**src/hdl/rhc_pkg.sv**
```systemverilog
// Shared types and constants for the RGB to HSV converter.
`default_nettype none
package rhc_pkg;
    localparam int FIELD_BITS = 16;
    localparam int QUOT_BITS  = 17;
    localparam int HUE_SCALE  = 7680;   // 60 degrees in U9.7
    localparam logic [FIELD_BITS-1:0] DEG120 = 16'd15360;
    localparam logic [FIELD_BITS-1:0] DEG240 = 16'd30720;
    localparam logic [FIELD_BITS-1:0] DEG360 = 16'd46080;

    typedef enum logic [1:0] {
        HUE_RED,
        HUE_GREEN,
        HUE_BLUE
    } hue_case_t;

    typedef struct packed {
        logic                  grey;
        logic                  black;
        logic                  neg;
        hue_case_t             hcase;
        logic [FIELD_BITS-1:0] alpha;
    } side_t;
endpackage
`default_nettype wire

```
**src/hdl/rhc_pixel_if.sv**
```systemverilog
// Input channel carrying one RGBA pixel.
`default_nettype none
interface rhc_pixel_if;
    logic        valid;
    logic        ready;
    logic [15:0] red;
    logic [15:0] green;
    logic [15:0] blue;
    logic [15:0] alpha;
    modport source (output valid, red, green, blue, alpha, input ready);
    modport sink   (input valid, red, green, blue, alpha, output ready);
endinterface
`default_nettype wire

```
**src/hdl/rhc_hsv_if.sv**
```systemverilog
// Output channel carrying one HSV plus alpha pixel.
`default_nettype none
interface rhc_hsv_if;
    logic        valid;
    logic        ready;
    logic [15:0] hue;
    logic [15:0] saturation;
    logic [15:0] value;
    logic [15:0] alpha_out;
    modport source (output valid, hue, saturation, value, alpha_out, input ready);
    modport sink   (input valid, hue, saturation, value, alpha_out, output ready);
endinterface
`default_nettype wire

```
**src/hdl/rgb_to_hsv_convert.sv**
```systemverilog
// Top level of the pipelined RGB to HSV converter.
`default_nettype none
// Converts one RGBA pixel per clock into hue (U9.7 degrees), saturation (U0.16),
// value and alpha. The pipeline has 20 register stages: two for max/min and
// the scaled dividend, seventeen restoring division steps that produce the hue
// and saturation quotients side by side, one bit each, and the output register.
// A new pixel is taken every cycle; the whole pipeline holds while a finished
// result waits at the output. Channels are masked to CHANNEL_BITS significant
// bits.
module rgb_to_hsv_convert #(
    parameter int CHANNEL_BITS = 16
) (
    input  wire logic  clk,
    input  wire logic  rst_n,
    rhc_pixel_if.sink  pix_in,
    rhc_hsv_if.source  hsv_out
);
    localparam int W  = CHANNEL_BITS;
    localparam int QB = rhc_pkg::QUOT_BITS;

    logic en;

    logic                valid_s [QB+1];
    logic [W-1:0]        range_s [QB+1];
    logic [W-1:0]        mx_s    [QB+1];
    logic [W+16:0]       hrem_s  [QB+1];
    logic [W+16:0]       srem_s  [QB+1];
    logic [QB-1:0]       hq_s    [QB+1];
    logic [QB-1:0]       sq_s    [QB+1];
    rhc_pkg::side_t      side_s  [QB+1];

    // advance everything unless the output transaction is stalled
    assign en           = !hsv_out.valid || hsv_out.ready;
    assign pix_in.ready = en;

    rhc_front #(.W(W)) u_front (
        .clk       (clk),
        .rst_n     (rst_n),
        .en        (en),
        .valid_in  (pix_in.valid),
        .red       (W'(pix_in.red)),
        .green     (W'(pix_in.green)),
        .blue      (W'(pix_in.blue)),
        .alpha     (pix_in.alpha),
        .valid_out (valid_s[0]),
        .range_out (range_s[0]),
        .mx_out    (mx_s[0]),
        .hue_rem   (hrem_s[0]),
        .sat_rem   (srem_s[0]),
        .side_out  (side_s[0])
    );

    assign hq_s[0] = '0;
    assign sq_s[0] = '0;

    for (genvar i = 0; i < QB; i++)
    begin : g_div
        rhc_div_stage #(.W(W), .BIT(QB-1-i)) u_stage (
            .clk          (clk),
            .rst_n        (rst_n),
            .en           (en),
            .valid_in     (valid_s[i]),
            .range_in     (range_s[i]),
            .mx_in        (mx_s[i]),
            .hue_rem_in   (hrem_s[i]),
            .sat_rem_in   (srem_s[i]),
            .hue_quot_in  (hq_s[i]),
            .sat_quot_in  (sq_s[i]),
            .side_in      (side_s[i]),
            .valid_out    (valid_s[i+1]),
            .range_out    (range_s[i+1]),
            .mx_out       (mx_s[i+1]),
            .hue_rem_out  (hrem_s[i+1]),
            .sat_rem_out  (srem_s[i+1]),
            .hue_quot_out (hq_s[i+1]),
            .sat_quot_out (sq_s[i+1]),
            .side_out     (side_s[i+1])
        );
    end

    rhc_back #(.W(W)) u_back (
        .clk        (clk),
        .rst_n      (rst_n),
        .en         (en),
        .valid_in   (valid_s[QB]),
        .mx_in      (mx_s[QB]),
        .hue_quot   (hq_s[QB]),
        .sat_quot   (sq_s[QB]),
        .side_in    (side_s[QB]),
        .valid_out  (hsv_out.valid),
        .hue        (hsv_out.hue),
        .saturation (hsv_out.saturation),
        .value      (hsv_out.value),
        .alpha_out  (hsv_out.alpha_out)
    );
endmodule
`default_nettype wire

```
**src/hdl/rhc_front.sv**
```systemverilog
// Front end: max/min selection, then range, difference and scaled dividend.
`default_nettype none
module rhc_front #(
    parameter int W = 16
) (
    input  wire logic                  clk,
    input  wire logic                  rst_n,
    input  wire logic                  en,
    input  wire logic                  valid_in,
    input  wire logic [W-1:0]          red,
    input  wire logic [W-1:0]          green,
    input  wire logic [W-1:0]          blue,
    input  wire logic [15:0]           alpha,
    output logic                       valid_out,
    output logic [W-1:0]               range_out,
    output logic [W-1:0]               mx_out,
    output logic [W+16:0]              hue_rem,
    output logic [W+16:0]              sat_rem,
    output rhc_pkg::side_t             side_out
);
    localparam int DW = W + 17;

    logic [W-1:0] mx, mn, op_a, op_b;
    rhc_pkg::hue_case_t hcase;

    logic               a_valid_reg;
    logic [W-1:0]       a_mx_reg, a_mn_reg, a_opa_reg, a_opb_reg;
    rhc_pkg::hue_case_t a_case_reg;
    logic [15:0]        a_alpha_reg;

    logic [W-1:0] rng, diff;

    always_comb
    begin
        mx = red;
        if (green > mx) mx = green;
        if (blue > mx) mx = blue;
        mn = red;
        if (green < mn) mn = green;
        if (blue < mn) mn = blue;
        // red wins ties, then green
        if (mx == red)
        begin
            hcase = rhc_pkg::HUE_RED;
            op_a  = green;
            op_b  = blue;
        end
        else if (mx == green)
        begin
            hcase = rhc_pkg::HUE_GREEN;
            op_a  = blue;
            op_b  = red;
        end
        else
        begin
            hcase = rhc_pkg::HUE_BLUE;
            op_a  = red;
            op_b  = green;
        end
    end

    always_ff @(posedge clk or negedge rst_n)
    begin
        if (!rst_n)
        begin
            a_valid_reg <= 1'b0;
            valid_out   <= 1'b0;
        end
        else if (en)
        begin
            a_valid_reg <= valid_in;
            valid_out   <= a_valid_reg;
        end
    end

    always_ff @(posedge clk)
    begin
        if (en)
        begin
            a_mx_reg    <= mx;
            a_mn_reg    <= mn;
            a_opa_reg   <= op_a;
            a_opb_reg   <= op_b;
            a_case_reg  <= hcase;
            a_alpha_reg <= alpha;
        end
    end

    assign rng  = a_mx_reg - a_mn_reg;
    assign diff = (a_opa_reg >= a_opb_reg) ? a_opa_reg - a_opb_reg : a_opb_reg - a_opa_reg;

    always_ff @(posedge clk)
    begin
        if (en)
        begin
            range_out      <= rng;
            mx_out         <= a_mx_reg;
            // diff * 7680 as (diff << 13) - (diff << 9)
            hue_rem        <= (DW'(diff) << 13) - (DW'(diff) << 9);
            sat_rem        <= DW'(rng) << 16;
            side_out.grey  <= (rng == '0);
            side_out.black <= (a_mx_reg == '0);
            side_out.neg   <= (a_opa_reg < a_opb_reg);
            side_out.hcase <= a_case_reg;
            side_out.alpha <= a_alpha_reg;
        end
    end
endmodule
`default_nettype wire

```
**src/hdl/rhc_div_stage.sv**
```systemverilog
// One restoring division step for both the hue and saturation quotients.
`default_nettype none
module rhc_div_stage #(
    parameter int W   = 16,
    parameter int BIT = 16
) (
    input  wire logic                       clk,
    input  wire logic                       rst_n,
    input  wire logic                       en,
    input  wire logic                       valid_in,
    input  wire logic [W-1:0]               range_in,
    input  wire logic [W-1:0]               mx_in,
    input  wire logic [W+16:0]              hue_rem_in,
    input  wire logic [W+16:0]              sat_rem_in,
    input  wire logic [rhc_pkg::QUOT_BITS-1:0] hue_quot_in,
    input  wire logic [rhc_pkg::QUOT_BITS-1:0] sat_quot_in,
    input  wire rhc_pkg::side_t             side_in,
    output logic                            valid_out,
    output logic [W-1:0]                    range_out,
    output logic [W-1:0]                    mx_out,
    output logic [W+16:0]                   hue_rem_out,
    output logic [W+16:0]                   sat_rem_out,
    output logic [rhc_pkg::QUOT_BITS-1:0]   hue_quot_out,
    output logic [rhc_pkg::QUOT_BITS-1:0]   sat_quot_out,
    output rhc_pkg::side_t                  side_out
);
    localparam int DW = W + 17;
    localparam logic [rhc_pkg::QUOT_BITS-1:0] QBIT = rhc_pkg::QUOT_BITS'(1) << BIT;

    logic [DW-1:0] hue_div, sat_div;
    logic          hue_ge, sat_ge;

    assign hue_div = DW'(range_in) << BIT;
    assign sat_div = DW'(mx_in) << BIT;
    assign hue_ge  = (hue_rem_in >= hue_div);
    assign sat_ge  = (sat_rem_in >= sat_div);

    always_ff @(posedge clk or negedge rst_n)
    begin
        if (!rst_n)
            valid_out <= 1'b0;
        else if (en)
            valid_out <= valid_in;
    end

    always_ff @(posedge clk)
    begin
        if (en)
        begin
            range_out    <= range_in;
            mx_out       <= mx_in;
            side_out     <= side_in;
            hue_rem_out  <= hue_ge ? hue_rem_in - hue_div : hue_rem_in;
            sat_rem_out  <= sat_ge ? sat_rem_in - sat_div : sat_rem_in;
            hue_quot_out <= hue_ge ? (hue_quot_in | QBIT) : hue_quot_in;
            sat_quot_out <= sat_ge ? (sat_quot_in | QBIT) : sat_quot_in;
        end
    end
endmodule
`default_nettype wire

```
**src/hdl/rhc_back.sv**
```systemverilog
// Back end: hue offset and wrap, saturation clamp, output register.
`default_nettype none
module rhc_back #(
    parameter int W = 16
) (
    input  wire logic                          clk,
    input  wire logic                          rst_n,
    input  wire logic                          en,
    input  wire logic                          valid_in,
    input  wire logic [W-1:0]                  mx_in,
    input  wire logic [rhc_pkg::QUOT_BITS-1:0] hue_quot,
    input  wire logic [rhc_pkg::QUOT_BITS-1:0] sat_quot,
    input  wire rhc_pkg::side_t                side_in,
    output logic                               valid_out,
    output logic [15:0]                        hue,
    output logic [15:0]                        saturation,
    output logic [15:0]                        value,
    output logic [15:0]                        alpha_out
);
    logic [15:0] q, hue_next, sat_next;

    assign q = hue_quot[15:0];

    always_comb
    begin
        case (side_in.hcase)
            rhc_pkg::HUE_RED:
                hue_next = (side_in.neg && q != '0) ? rhc_pkg::DEG360 - q : q;
            rhc_pkg::HUE_GREEN:
                hue_next = side_in.neg ? rhc_pkg::DEG120 - q : rhc_pkg::DEG120 + q;
            rhc_pkg::HUE_BLUE:
                hue_next = side_in.neg ? rhc_pkg::DEG240 - q : rhc_pkg::DEG240 + q;
            default:
                hue_next = '0;
        endcase
        if (side_in.grey)
            hue_next = '0;
        if (side_in.black)
            sat_next = '0;
        else if (sat_quot[16])
            sat_next = 16'hFFFF;
        else
            sat_next = sat_quot[15:0];
    end

    always_ff @(posedge clk or negedge rst_n)
    begin
        if (!rst_n)
            valid_out <= 1'b0;
        else if (en)
            valid_out <= valid_in;
    end

    always_ff @(posedge clk)
    begin
        if (en)
        begin
            hue        <= hue_next;
            saturation <= sat_next;
            value      <= 16'(mx_in);
            alpha_out  <= side_in.alpha;
        end
    end
endmodule
`default_nettype wire

```
**src/flat_wrapper.sv**
```systemverilog
// flat-port wrapper written by rule: the top's interface ports become plain ports
module rgb_to_hsv_convert_flat 
#(
    parameter int CHANNEL_BITS = 16
)
  (clk, rst_n, pix_in_valid, pix_in_red, pix_in_green, pix_in_blue, pix_in_alpha, pix_in_ready, hsv_out_valid, hsv_out_hue, hsv_out_saturation, hsv_out_value, hsv_out_alpha_out, hsv_out_ready);
  rhc_pixel_if pix_in_i ();
  rhc_hsv_if hsv_out_i ();
  input  wire logic clk;
  input  wire logic rst_n;
  input wire logic [$bits(pix_in_i.valid)-1:0] pix_in_valid;
  input wire logic [$bits(pix_in_i.red)-1:0] pix_in_red;
  input wire logic [$bits(pix_in_i.green)-1:0] pix_in_green;
  input wire logic [$bits(pix_in_i.blue)-1:0] pix_in_blue;
  input wire logic [$bits(pix_in_i.alpha)-1:0] pix_in_alpha;
  output wire logic [$bits(pix_in_i.ready)-1:0] pix_in_ready;
  output wire logic [$bits(hsv_out_i.valid)-1:0] hsv_out_valid;
  output wire logic [$bits(hsv_out_i.hue)-1:0] hsv_out_hue;
  output wire logic [$bits(hsv_out_i.saturation)-1:0] hsv_out_saturation;
  output wire logic [$bits(hsv_out_i.value)-1:0] hsv_out_value;
  output wire logic [$bits(hsv_out_i.alpha_out)-1:0] hsv_out_alpha_out;
  input wire logic [$bits(hsv_out_i.ready)-1:0] hsv_out_ready;
  assign pix_in_i.valid = pix_in_valid;
  assign pix_in_i.red = pix_in_red;
  assign pix_in_i.green = pix_in_green;
  assign pix_in_i.blue = pix_in_blue;
  assign pix_in_i.alpha = pix_in_alpha;
  assign pix_in_ready = pix_in_i.ready;
  assign hsv_out_valid = hsv_out_i.valid;
  assign hsv_out_hue = hsv_out_i.hue;
  assign hsv_out_saturation = hsv_out_i.saturation;
  assign hsv_out_value = hsv_out_i.value;
  assign hsv_out_alpha_out = hsv_out_i.alpha_out;
  assign hsv_out_i.ready = hsv_out_ready;
  rgb_to_hsv_convert #(.CHANNEL_BITS(CHANNEL_BITS)) u_core (.clk(clk), .rst_n(rst_n), .pix_in(pix_in_i), .hsv_out(hsv_out_i));
endmodule
```
**config.mk**
```make
export PLATFORM = sky130hd
export DESIGN_NAME = rgb_to_hsv_convert_flat
export DESIGN_NICKNAME = d
export VERILOG_FILES = /design/src/hdl/rhc_pkg.sv /design/src/hdl/rhc_pixel_if.sv /design/src/hdl/rhc_hsv_if.sv /design/src/hdl/rgb_to_hsv_convert.sv /design/src/hdl/rhc_front.sv /design/src/hdl/rhc_div_stage.sv /design/src/hdl/rhc_back.sv /design/src/flat_wrapper.sv
export SDC_FILE = /design/constraint.sdc
export NUM_CORES = 2
export LEC_CHECK = 0
export BUFFER_PORTS_ARGS = -buffer_cell sky130_fd_sc_hd__buf_2
export CORE_ASPECT_RATIO = 1.4
export CORE_MARGIN = 2
export CORE_UTILIZATION = 35
export DETAILED_ROUTE_END_ITERATION = 10
export PLACE_DENSITY = 0.47
export SLEW_MARGIN = 20
export SYNTH_ARGS = -nofsm -noshare
export SYNTH_HDL_FRONTEND = slang
export SYNTH_SLANG_ARGS = --single-unit
```
**constraint.sdc**
```tcl
create_clock -name clk -period 83.9 [get_ports clk]
set_clock_uncertainty 0.05 [all_clocks]
set_input_delay 8.39 -clock clk [delete_from_list [all_inputs] [get_ports clk]]
set_output_delay 8.39 -clock clk [all_outputs]
set_load 0.03 [all_outputs]
```
==> run_summary.xml <==
<?xml version="1.0" encoding="UTF-8"?>
<metrics>
  <group name="outcome">
    <metric name="run_status" unit="">completed</metric>
  </group>
  <group name="detailed_routing">
    <metric name="dr.pass1.iters" unit="">7</metric>
    <metric name="totalWireLength" unit="mm">243</metric>
    <metric name="iteration_0_drc_count_of_the_detailed_router" unit="">2809</metric>
    <metric name="drt_drc_violations_left" unit="">0</metric>
    <metric name="vias_per_cell" unit="">4.92</metric>
    <metric name="drt.antenna.violating_nets" unit="">0</metric>
    <metric name="detailroute.via_count" unit="">66300</metric>
    <metric name="route.detailed.wl_per_inst" unit="um">18.0</metric>
  </group>
  <group name="clock_tree">
    <metric name="cts_resized" unit="">0</metric>
    <metric name="clk_pin_slew_worst_paths" unit="ps">60</metric>
    <metric name="tritoncts_buffers" unit="">236</metric>
    <metric name="largest_buffer_count_on_any_clock_path" unit="">4</metric>
    <metric name="cts.hold.buffers_added" unit="">0</metric>
    <metric name="clock_tree_from_tritoncts" unit="">done</metric>
    <metric name="numClockSinks" unit="">2226</metric>
    <metric name="cts_setup_buffers" unit="">0</metric>
    <metric name="ctsHtreeMaxLevel" unit="">4</metric>
    <metric name="clockRootBuffer" unit="">clkbuf_16</metric>
    <metric name="clkLatencyLatePin" unit="ps">920</metric>
  </group>
  <group name="critical_path">
    <metric name="startpoint_type_of_the_worst_setup_path" unit="">input port</metric>
    <metric name="max_stage_delay" unit="ps">220</metric>
    <metric name="crit_path_frequent_cell" unit="">buf_2</metric>
    <metric name="worstPathRequired" unit="ps">75460</metric>
    <metric name="setup.worst_path.class" unit="">input port to primary output</metric>
    <metric name="worst-endpoint-arrival" unit="ps">8950</metric>
    <metric name="worstSetupEndpointType" unit="">primary output</metric>
    <metric name="critical_path_peak_fanout" unit="">2</metric>
    <metric name="timing.critical_path.slowest_stage_cell" unit="">buf_2</metric>
    <metric name="critical_path.cell_chain" unit="">buf_2, nand2b_4, buf_2</metric>
  </group>
  <group name="finish">
    <metric name="drive_above_1_share" unit="%">8.00</metric>
    <metric name="flip_flop_count_of_the_largest_register_after_layout" unit="">420</metric>
    <metric name="fillCellCount" unit="">29600</metric>
    <metric name="layout.cell_area.non_filler" unit="um2">123000</metric>
    <metric name="flow.area_growth_from_synthesis" unit="%">12.4</metric>
    <metric name="mostFrequentLayoutCell" unit="">edfxtp_1</metric>
    <metric name="net_count_final" unit="">9891</metric>
    <metric name="max_flop_register" unit="">u_core.g_div.u_stage.hue_rem_out</metric>
    <metric name="final_cell_mix" unit="">edfxtp_1 (2,206), inv_1 (857), ha_1 (660)</metric>
    <metric name="top_regs" unit="">u_core.g_div.u_stage.hue_rem_out: 420 flops, u_core.g_div.u_stage.sat_rem_out: 392 flops, u_core.g_div.u_stage.side_out: 357 flops</metric>
  </group>
  <group name="logic_synthesis">
    <metric name="synth_top_cell_area_share" unit="%">60.3</metric>
    <metric name="asyncSetResetFlopFracSynth" unit="%">0.898</metric>
    <metric name="yosys_most_used_dff" unit="">edfxtp_1</metric>
    <metric name="postSynthRegisterBits" unit="">2226</metric>
    <metric name="synth.yosys.warnings" unit="">0</metric>
    <metric name="yosys.area.top_type" unit="">edfxtp_1</metric>
    <metric name="synth_cells" unit="">8862</metric>
    <metric name="synth.cell_area" unit="um2">110000</metric>
    <metric name="synth.yosys.seq_area_share" unit="%">60.8</metric>
    <metric name="synth.distinct_cells" unit="">102</metric>
    <metric name="synthesis.nets" unit="">9625</metric>
    <metric name="post_synth.cell_area_avg" unit="um2">12.4</metric>
    <metric name="synth-edff-count" unit="">2206</metric>
    <metric name="yosys-top-cells-area" unit="">edfxtp_1 (60%), ha_1 (7.5%), xnor2_1 (3.0%)</metric>
  </group>
  <group name="global_route">
    <metric name="grt_max_degree" unit="">206</metric>
    <metric name="grt_pass1_wl" unit="mm">377</metric>
    <metric name="number_of_global_route_vias_before_repair" unit="">69600</metric>
    <metric name="grt.overflow.total" unit="">0</metric>
    <metric name="antenna_found_initial" unit="">8</metric>
    <metric name="grt_usage" unit="%">15.0</metric>
  </group>
  <group name="sta">
    <metric name="fin_setup_tns" unit="ps">0</metric>
    <metric name="finalHoldWorstSlack" unit="ps">355</metric>
    <metric name="min_period_over_period" unit="%">20.7</metric>
    <metric name="setup_violations" unit="">0</metric>
    <metric name="grt_setup_unrepaired" unit="">false</metric>
    <metric name="finalCriticalPeriod" unit="ps">17390</metric>
    <metric name="worst_slew_pin_slew" unit="ps">1250</metric>
    <metric name="slew_viol_final" unit="">0</metric>
    <metric name="relative_slew_slack" unit="%">16.2</metric>
    <metric name="achievable-frequency" unit="MHz">57.5</metric>
    <metric name="finalHoldViolations" unit="">0</metric>
  </group>
  <group name="job">
    <metric name="timing.max_cap.violations" unit="">0</metric>
  </group>
  <group name="floorplanning">
    <metric name="row_count" unit="">243</metric>
    <metric name="core-area" unit="um2">313000</metric>
    <metric name="pin_count" unit="">134</metric>
    <metric name="initial_core_util" unit="%">35.1</metric>
    <metric name="die_outline_area" unit="um2">318000</metric>
    <metric name="floorplan.die.height" unit="um">667</metric>
    <metric name="die_w" unit="um">477</metric>
  </group>
  <group name="place">
    <metric name="gp_routability_congestion" unit="">0.884</metric>
    <metric name="placedInstanceArea" unit="um2">116000</metric>
    <metric name="hpwlAfterDp" unit="mm">181</metric>
    <metric name="port-buffer-count" unit="">133</metric>
  </group>
  <group name="min_path">
    <metric name="timing.hold.worst.class" unit="">flip-flop to flip-flop</metric>
  </group>
</metrics>
[cell type report]
| cell class | count | area (um2) | area share, % |
|---|---|---|---|
| diodes | 4 | 10.0 | 0.00811 |
| clock buffers | 279 | 6110 | 4.95 |
| clock inverters | 144 | 1650 | 1.34 |
| inverters | 857 | 3220 | 2.61 |
| multi-input cells | 5606 | 39300 | 31.8 |
| flip-flops and latches | 2226 | 66700 | 54.1 |
| well taps | 4165 | 5210 | 4.22 |
| repair buffers | 201 | 1250 | 1.01 |
[worst max-delay path, delay by kind of cell]
kind                   cells  cell delay (ps)
AND/OR/NAND/NOR            1              210
buffers and inverters      2              310
[kinds of logic (layout without fill, tap and decap cells)]
group	count (synthesis)	in the layout	synth area share, %
buffers and inverters	1030	1481	3.56
AO/OA/AOI/OAI	1784	1784	10.0
XOR/XNOR	701	701	5.59
adder cells (fa/ha/maj)	695	695	8.16
AND/OR/NAND/NOR	2221	2221	9.87
other	0	4	0
multiplexers	205	205	2.00
flip-flops	2226	2226	60.8
[final timing paths]
| kind | startpoint | cells after the start | end | slack [ps] |
|---|---|---|---|---|
| worst max-delay path | hsv_out_ready | 3 | pix_in_ready | 66510 |
| worst min-delay path | u_core.g_div[15].u_stage.side_out[9]$_DFFE_PP_ | 0 | u_core.g_div[16].u_stage.side_out[9]$_DFFE_PP_ | 360 |
| worst max register to register | u_core.u_front.a_opa_reg[15]$_DFFE_PP_ | 18 | u_core.u_front.hue_rem[28]$_DFFE_PP_ | 77520 |
| worst min register to register | u_core.g_div[15].u_stage.side_out[9]$_DFFE_PP_ | 0 | u_core.g_div[16].u_stage.side_out[9]$_DFFE_PP_ | 360 |
| max in group asynchronous | rst_n | 1 | u_core.g_div[10].u_stage.valid_out$_DFFE_PN0P_ | 76090 |
| min in group asynchronous | rst_n | 1 | u_core.u_front.valid_out$_DFFE_PN0P_ | 7380 |
[synth_stat cells (20+ instances only)]
cell type  count
a21boi_0      42
o21bai_1      44
inv_1        857
nand4_1       96
or4_1         31
mux2_2       115
a21oi_1      616
nand3b_1      22
a2111oi_0     20
or3_1         88
dfrtp_1       20
a31oi_1       50
and3_1        25
nor2_1       631
a211oi_1      41
o21ai_0      457
nand2b_1     135
ha_1         660
edfxtp_1    2206
mux2i_1       89
o21a_1        77
or2_2         34
nor2b_1      104
clkbuf_1     143
and2_1        27
o211ai_1      23
a21o_1       167
o31ai_1       51
fa_1          35
nor4_1        97
xor2_1       328
nand2_1      522
nand3_1      129
nor3_1       211
xnor2_1      373
[through the flow]
step / cells / util [%] / setup WS, ps
final: 13500 / 39.5 / 66510
after detailed placement: 13100 / 37.0 / 66410
after global routing: 13500 / 39.5 / 66450
after floorplan: 8862 / - / 7200
after global placement: 13100 / 37.0 / 66410
after CTS: 13500 / 39.5 / 66410
[per-layer routing]
layer  wire length (um)  track usage (%)
met1              81100             13.3
met2             140000             31.2
met5                  0                0
met4              14800             8.61
met3               6810             1.91
Power is left out: the tool's default activity adds up to more than one toggle a clock period on the data nets, which glitch-free logic cannot reach.
